**src/hw/rtl/rdte_pkg.sv**
```systemverilog
// Shared types, constants and helper functions of the RTC date to epoch seconds unit.
package rdte_pkg;

    localparam int unsigned NUM_STAGES = 7;

    localparam int unsigned YEAR_W = 12;
    localparam int unsigned BYTE_W = 8;

    localparam logic [YEAR_W-1:0] CENTURY_BASE = 12'd1900;
    localparam logic [YEAR_W-1:0] EPOCH_YEAR   = 12'd1970;
    localparam logic [YEAR_W-1:0] CENTURY_LEN  = 12'd100;

    localparam logic [31:0] DAY_OFFSET    = 32'd719499;
    localparam logic [16:0] MONTH_NUM     = 17'd367;
    localparam logic [20:0] DAYS_PER_YEAR = 21'd365;

    // Reciprocal constants for division by 100 and by 3 on narrow values.
    localparam logic [24:0] DIV100_MUL   = 25'd5243;
    localparam int unsigned DIV100_SHIFT = 19;
    localparam logic [29:0] DIV3_MUL     = 30'd43691;
    localparam int unsigned DIV3_SHIFT   = 17;

    typedef enum logic
    {
        REG_BINARY_FORMAT = 1'b0,
        REG_FORCE_BCD     = 1'b1
    } reg_index_t;

    typedef struct packed
    {
        logic [YEAR_W-1:0] year;
        logic [BYTE_W-1:0] month_f;
        logic [BYTE_W-1:0] day;
        logic [BYTE_W-1:0] hour;
        logic [BYTE_W-1:0] minute;
        logic [BYTE_W-1:0] second;
    } front_t;

    typedef struct packed
    {
        logic binary_format;
        logic force_bcd;
    } mode_t;

    function automatic logic [BYTE_W-1:0] bcd_dec(input logic [BYTE_W-1:0] b);
        logic [BYTE_W-1:0] tens;
        tens = 8'({4'd0, b[7:4]} * 8'd10);
        return tens + {4'd0, b[3:0]};
    endfunction

endpackage

```
**src/hw/rtl/rdte_front.sv**
```systemverilog
// Front stage logic: optional BCD decoding, century fix-up and month fold.
module rdte_front
(
    input  rdte_pkg::mode_t   mode,
    input  logic [7:0]        seconds_raw,
    input  logic [7:0]        minutes_raw,
    input  logic [7:0]        hours_raw,
    input  logic [7:0]        day_raw,
    input  logic [7:0]        month_raw,
    input  logic [7:0]        year_raw,
    output rdte_pkg::front_t  front
);

    logic                            use_bcd;
    logic [rdte_pkg::BYTE_W-1:0]     sec_d;
    logic [rdte_pkg::BYTE_W-1:0]     min_d;
    logic [rdte_pkg::BYTE_W-1:0]     hour_d;
    logic [rdte_pkg::BYTE_W-1:0]     day_d;
    logic [rdte_pkg::BYTE_W-1:0]     mon_d;
    logic [rdte_pkg::BYTE_W-1:0]     year_d;
    logic [rdte_pkg::YEAR_W-1:0]     year_full;
    logic [rdte_pkg::YEAR_W-1:0]     year_fix;

    assign use_bcd = !mode.binary_format || mode.force_bcd;

    always_comb
    begin
        if (use_bcd)
        begin
            sec_d  = rdte_pkg::bcd_dec(seconds_raw);
            min_d  = rdte_pkg::bcd_dec(minutes_raw);
            hour_d = rdte_pkg::bcd_dec(hours_raw);
            day_d  = rdte_pkg::bcd_dec(day_raw);
            mon_d  = rdte_pkg::bcd_dec(month_raw);
            year_d = rdte_pkg::bcd_dec(year_raw);
        end
        else
        begin
            sec_d  = seconds_raw;
            min_d  = minutes_raw;
            hour_d = hours_raw;
            day_d  = day_raw;
            mon_d  = month_raw;
            year_d = year_raw;
        end
    end

    always_comb
    begin
        year_full = {4'd0, year_d} + rdte_pkg::CENTURY_BASE;
        if (year_full < rdte_pkg::EPOCH_YEAR)
        begin
            year_fix = year_full + rdte_pkg::CENTURY_LEN;
        end
        else
        begin
            year_fix = year_full;
        end

        front.day    = day_d;
        front.hour   = hour_d;
        front.minute = min_d;
        front.second = sec_d;

        // January and February count as months eleven and twelve of the previous year.
        if (mon_d <= 8'd2)
        begin
            front.month_f = mon_d + 8'd10;
            front.year    = year_fix - 12'd1;
        end
        else
        begin
            front.month_f = mon_d - 8'd2;
            front.year    = year_fix;
        end
    end

endmodule

```
**src/hw/rtl/rtc_date_to_epoch_seconds_unit.sv**
```systemverilog
// Top level of the RTC date to epoch seconds unit: config registers and the arithmetic pipeline.
//
//   channel   direction  handshake                  word
//   in        input      in_valid / in_ready        six raw RTC bytes
//   out       output     out_valid / out_ready      epoch_seconds
//   cfg       input      cfg_we                     cfg_addr, cfg_wdata
//
// The unit is a seven-stage pipeline that takes one word per cycle while the output is not stalled.
// An accepted word is registered in s1_reg first and leaves through out_reg, the last stage.
// Reset clears all valid bits and both mode registers.
// A stalled stage holds its word, and empty stages before it keep filling.
module rtc_date_to_epoch_seconds_unit
(
    input  logic        clk,
    input  logic        rst_n,

    input  logic        cfg_we,
    input  logic        cfg_addr,
    input  logic        cfg_wdata,

    input  logic        in_valid,
    output logic        in_ready,
    input  logic [7:0]  seconds_raw,
    input  logic [7:0]  minutes_raw,
    input  logic [7:0]  hours_raw,
    input  logic [7:0]  day_raw,
    input  logic [7:0]  month_raw,
    input  logic [7:0]  year_raw,

    output logic        out_valid,
    input  logic        out_ready,
    output logic [31:0] epoch_seconds
);

    localparam int unsigned NS = rdte_pkg::NUM_STAGES;

    rdte_pkg::mode_t   mode_reg;
    rdte_pkg::front_t  front;

    logic [NS-1:0]     vld_reg;
    logic [NS-1:0]     vld_next;
    logic [NS-1:0]     rdy;

    // Stage one.
    rdte_pkg::front_t  s1_reg;
    // Stage two.
    logic [24:0]       p100_reg;
    logic [16:0]       mterm_reg;
    logic [20:0]       y365_reg;
    logic [11:0]       year2_reg;
    logic [7:0]        day2_reg;
    logic [7:0]        hour2_reg;
    logic [7:0]        min2_reg;
    logic [7:0]        sec2_reg;
    // Stage three.
    logic [29:0]       p3_reg;
    logic [21:0]       sum3_reg;
    logic [7:0]        hour3_reg;
    logic [7:0]        min3_reg;
    logic [7:0]        sec3_reg;
    // Stage four.
    logic [31:0]       days_reg;
    logic [7:0]        hour4_reg;
    logic [7:0]        min4_reg;
    logic [7:0]        sec4_reg;
    // Stage five.
    logic [31:0]       hrs_reg;
    logic [7:0]        min5_reg;
    logic [7:0]        sec5_reg;
    // Stage six.
    logic [31:0]       mins_reg;
    logic [7:0]        sec6_reg;
    // Stage seven.
    logic [31:0]       out_reg;

    logic [5:0]        q100;
    logic [3:0]        q400;
    logic [9:0]        y4;
    logic [14:0]       mq4;

    // Configuration registers.
    always_ff @(posedge clk or negedge rst_n)
    begin
        if (!rst_n)
        begin
            mode_reg <= '0;
        end
        else if (cfg_we)
        begin
            unique case (rdte_pkg::reg_index_t'(cfg_addr))
                rdte_pkg::REG_BINARY_FORMAT: mode_reg.binary_format <= cfg_wdata;
                rdte_pkg::REG_FORCE_BCD:     mode_reg.force_bcd     <= cfg_wdata;
                default:                     mode_reg               <= mode_reg;
            endcase
        end
    end

    rdte_front u_front
    (
        .mode        (mode_reg),
        .seconds_raw (seconds_raw),
        .minutes_raw (minutes_raw),
        .hours_raw   (hours_raw),
        .day_raw     (day_raw),
        .month_raw   (month_raw),
        .year_raw    (year_raw),
        .front       (front)
    );

    // A stage takes a new word when it is empty or its word moves on.
    always_comb
    begin
        rdy[NS-1] = !vld_reg[NS-1] || out_ready;
        for (int i = NS - 2; i >= 0; i--)
        begin
            rdy[i] = !vld_reg[i] || rdy[i+1];
        end
        for (int i = 0; i < NS; i++)
        begin
            if (rdy[i])
            begin
                vld_next[i] = (i == 0) ? in_valid : vld_reg[(i == 0) ? 0 : i - 1];
            end
            else
            begin
                vld_next[i] = vld_reg[i];
            end
        end
    end

    always_ff @(posedge clk or negedge rst_n)
    begin
        if (!rst_n)
        begin
            vld_reg <= '0;
        end
        else
        begin
            vld_reg <= vld_next;
        end
    end

    assign q100 = p100_reg[24:rdte_pkg::DIV100_SHIFT];
    assign q400 = q100[5:2];
    assign y4   = year2_reg[11:2];
    assign mq4  = mterm_reg[16:2];

    always_ff @(posedge clk)
    begin
        if (rdy[0])
        begin
            s1_reg <= front;
        end
        if (rdy[1])
        begin
            p100_reg  <= 25'(s1_reg.year) * rdte_pkg::DIV100_MUL;
            mterm_reg <= 17'(s1_reg.month_f) * rdte_pkg::MONTH_NUM;
            y365_reg  <= 21'(s1_reg.year) * rdte_pkg::DAYS_PER_YEAR;
            year2_reg <= s1_reg.year;
            day2_reg  <= s1_reg.day;
            hour2_reg <= s1_reg.hour;
            min2_reg  <= s1_reg.minute;
            sec2_reg  <= s1_reg.second;
        end
        if (rdy[2])
        begin
            // Dividing 367 * month by 12 is a shift by two and a division by three.
            p3_reg    <= 30'(mq4) * rdte_pkg::DIV3_MUL;
            sum3_reg  <= 22'(y365_reg) + 22'(y4) - 22'(q100) + 22'(q400) + 22'(day2_reg);
            hour3_reg <= hour2_reg;
            min3_reg  <= min2_reg;
            sec3_reg  <= sec2_reg;
        end
        if (rdy[3])
        begin
            days_reg  <= 32'(sum3_reg) + 32'(p3_reg[29:rdte_pkg::DIV3_SHIFT])
                         - rdte_pkg::DAY_OFFSET;
            hour4_reg <= hour3_reg;
            min4_reg  <= min3_reg;
            sec4_reg  <= sec3_reg;
        end
        if (rdy[4])
        begin
            hrs_reg  <= days_reg * 32'd24 + 32'(hour4_reg);
            min5_reg <= min4_reg;
            sec5_reg <= sec4_reg;
        end
        if (rdy[5])
        begin
            mins_reg <= hrs_reg * 32'd60 + 32'(min5_reg);
            sec6_reg <= sec5_reg;
        end
        if (rdy[6])
        begin
            out_reg <= mins_reg * 32'd60 + 32'(sec6_reg);
        end
    end

    assign in_ready      = rdy[0];
    assign out_valid     = vld_reg[NS-1];
    assign epoch_seconds = out_reg;

    // An empty output stage never holds back the input.
    a_ready_when_drained: assert property (@(posedge clk) disable iff (!rst_n)
        !out_valid |-> in_ready)
        else $error("input not ready although the output stage is empty");

    // An accepted word lands in the first stage.
    a_accept_fills_first: assert property (@(posedge clk) disable iff (!rst_n)
        in_valid && in_ready |=> vld_reg[0])
        else $error("accepted word missing from the first stage");

    // A stalled day count is neither dropped nor altered.
    a_days_hold: assert property (@(posedge clk) disable iff (!rst_n)
        vld_reg[3] && !rdy[4] |=> vld_reg[3] && $stable(days_reg))
        else $error("stalled day count changed or lost");

endmodule

```
**config.mk**
```make
export PLATFORM = sky130hd
export DESIGN_NAME = rtc_date_to_epoch_seconds_unit
export DESIGN_NICKNAME = d
export VERILOG_FILES = /design/src/hw/rtl/rdte_pkg.sv /design/src/hw/rtl/rdte_front.sv /design/src/hw/rtl/rtc_date_to_epoch_seconds_unit.sv
export SDC_FILE = /design/constraint.sdc
export NUM_CORES = 1
export LEC_CHECK = 0
export ABC_AREA = 1
export BUFFER_PORTS_ARGS = -buffer_cell sky130_fd_sc_hd__buf_2
export CELL_PAD_IN_SITES_DETAIL_PLACEMENT = 2
export CELL_PAD_IN_SITES_GLOBAL_PLACEMENT = 2
export CORE_UTILIZATION = 40
export CTS_BUF_LIST = sky130_fd_sc_hd__clkbuf_8 sky130_fd_sc_hd__clkbuf_16
export DETAILED_ROUTE_END_ITERATION = 7
export GPL_ROUTABILITY_DRIVEN = 1
export PLACE_DENSITY_LB_ADDON = 0.1
export REMOVE_ABC_BUFFERS = 1
export SETUP_SLACK_MARGIN = 0.5
export SLEW_MARGIN = 10
export SYNTH_ARGS = -nofsm -noshare
export SYNTH_HDL_FRONTEND = slang
export SYNTH_SLANG_ARGS = --single-unit
```
**constraint.sdc**
```tcl
create_clock -name clk -period 33.2 [get_ports clk]
set_input_delay 6.64 -clock clk [delete_from_list [all_inputs] [get_ports clk]]
set_output_delay 6.64 -clock clk [all_outputs]
set_load 0.02 [all_outputs]
```
==> out/metrics.csv <==
metric,value,unit
status,"finished, final reports clean",
critical setup path kind,in2out,
CP top delay family,buffers and inverters,
max reg flops,52,
endpoints failing hold,0,
GP Congestion,0.865,
WP buf/inv,9,
final setup violation count,0,
core area,0.0854,mm²
Hold Path Sink,hour2_reg[5],
CTS sink count,366,
final std cells w/o fill,4784,
CP startpoint kind,input port,
CTS resizes,0,
cells on worst reg2reg path,23,
post-synth top area cell,edfxtp_1,
Initial Utilization,40.5,%
port buffer count,88,
RSZ-0062 raised after global routing,false,
critical path cell sequence,buf_2 > nor2_1 > inv_1 > buf_4 > nor2_1 > inv_1 > buf_4 > nor2_1 > inv_2 > nor2_1 > inv_2 > nor2_1 > inv_2 > nor2_1 > nand2_2 > buf_2,
FF-to-FF Start,s1_reg[43],
worst r2r dst,p100_reg[24],
final wirelength,92800,µm
WL/cell,19.4,µm
vias,24300,
WP data arrival,10.67,ns
GR Overflow Total,0,
Critical Path Sink Type,output port,
Hold Path Class,reg2reg,
Slew HR,28.7,%
DR iter-0 viols,653,
largest net degree at the start of global routing,75,
later-pin clock latency in the skew report,0.60,ns
Fin Setup TNS,0,ns
CTS HTree Levels,2,
layout cells sized above 1,6.14,%
"Seq/Total Area, Yosys",31.6,%
full die area,0.0877,mm²
Post-synth EDFFs,357,
Detail Route Antenna Nets,0,
Min-Delay Startpoint,s1_reg[21],
I/O pin cnt,89,
yosys warns,0,
Die W,296,µm
number of distinct library cells after synthesis,60,
Die H,296,µm
post-CTS setup buffers,0,
antenna violations before repair,25,
Post-synth ARST share,2.46,%
CTS buffer count,44,
CTS Root Cell,clkbuf_16,
cell repeated most along the worst path,nor2_1,
Slew @ Worst Pin,1.07,ns
clk_skew,0.0396,ns
CP max-delay cell,inv_2,
Total GRT Usage,21.8,%
post-synth top area share,31.0,%
max-slew violation count,0,
Post-synth top flop,edfxtp_1,
largest fanout on the critical path,50,
Vias/cell,5.08,
CTS Hold Buffers Added,0,
synth cell count leaders,"inv_1 (637), nand2_1 (498), ha_1 (490)",
Synth area leaders,"edfxtp_1 (31%), ha_1 (18%), fa_1 (18%)",
DRC viols,0,
crit-path max cell delay,0.77,ns
first-pass GRT wire length,151000,µm
WP data required,26.56,ns
Avg Inst Size Synth,9.98,µm²
Longest Clk Path Bufs,3,
post-DP HPWL,78700,µm
"Clk pin slew, worst setup/hold paths",0.06,ns
vias in the first global route,28600,
Yosys reg bits,366,
Synth Instances,3468,
"count leader, synth",inv_1,
CTS tree,built,
Nets,4449,
placed standard-cell area,0.0365,mm²
hold path depth,0,
crit share post-route,52.2,%
MaxCap Viol Count,0,
placed instance count,4697,
synthesized area,0.0346,mm²
R2R setup slack,27.47,ns
Layout area overhead,9.60,%
FILL cells,9222,
f_max,57.8,MHz
Layout Cell Area excl Fill,0.0379,mm²
fin crit period,17.31,ns
Rows,107,
Initial DRT Pass Iterations,4,
==> layout by cell type, fill, tap and decap left out, types with 5 or more instances in the layout <==
master       n
a211oi_1     5
nand3b_1     5
nor2_1     202
nand3_2      6
o211ai_1     6
nand2_1    497
dfrtp_1      9
o221ai_1     5
edfxtp_1   357
fa_1       305
inv_2       13
buf_2       88
a21o_1      17
diode_2      8
ha_1       490
clkbuf_16   44
a21boi_0     8
a21oi_1    197
a31oi_1     16
inv_1      653
buf_4        6
o21ai_0    125
o21ai_2      6
nor2_2       8
o21bai_1    21
o21ai_1      5
xnor2_1     79
nand4_1     43
nand2_2      7
or2_2        7
nand3_1    120
xor2_1     182
nor4_1       9
nor3_1      28
==> kinds of logic (layout without fill, tap and decap cells) <==
family | count (synthesis) | after routing | share of synthesized area [%]
other | 0 | 8 | 0
flip-flops | 366 | 366 | 31.6
buffers and inverters | 656 | 820 | 7.17
XOR/XNOR | 263 | 263 | 6.70
adder cells (fa/ha/maj) | 795 | 795 | 35.4
AO/OA/AOI/OAI | 430 | 430 | 7.05
AND/OR/NAND/NOR | 958 | 958 | 12.1
==> worst max-delay path by stage <==
stage,startpoint,to,slack [ns],cells past startpoint
2_1_floorplan,out_ready,in_ready,13.44,12
3_3_place_gp,out_ready,in_ready,16.18,16
3_5_place_dp,out_ready,in_ready,15.74,16
4_1_cts,out_ready,in_ready,15.74,16
5_1_grt,out_ready,in_ready,15.47,16
6_report,out_ready,in_ready,15.89,16
==> stage by stage <==
step	setup WS [ns]	hold slack, ns	utilization, %
finish	15.89	0.380	44.4
global route	15.47	0.393	44.4
CTS	15.74	0.376	44.4
detailed placement	15.74	0.406	42.7
global placement	16.18	0.401	42.7
floorplan	13.44	0.400	-
==> routing by layer <==
metal / part of all wire, % / track usage (%)
met5: 0.20 / 0
met4: 2.1 / 4.99
met3: 3.1 / 3.06
met2: 55 / 42.8
met1: 39 / 24.3
==> cell type report <==
class	count	area (µm²)	area share, %
timing repair buffer	94	485	1.28
inverter	647	2430	6.41
sequential	366	10900	28.9
tap	1144	1430	3.77
multi-input combinational	2446	21200	55.8
antenna	8	20.0	0.0528
clock inverter	32	293	0.772
clock buffer	47	1140	3.01
Power is not shown: default switching activity piles up to over one toggle a cycle in this logic, so the estimate is an artifact.
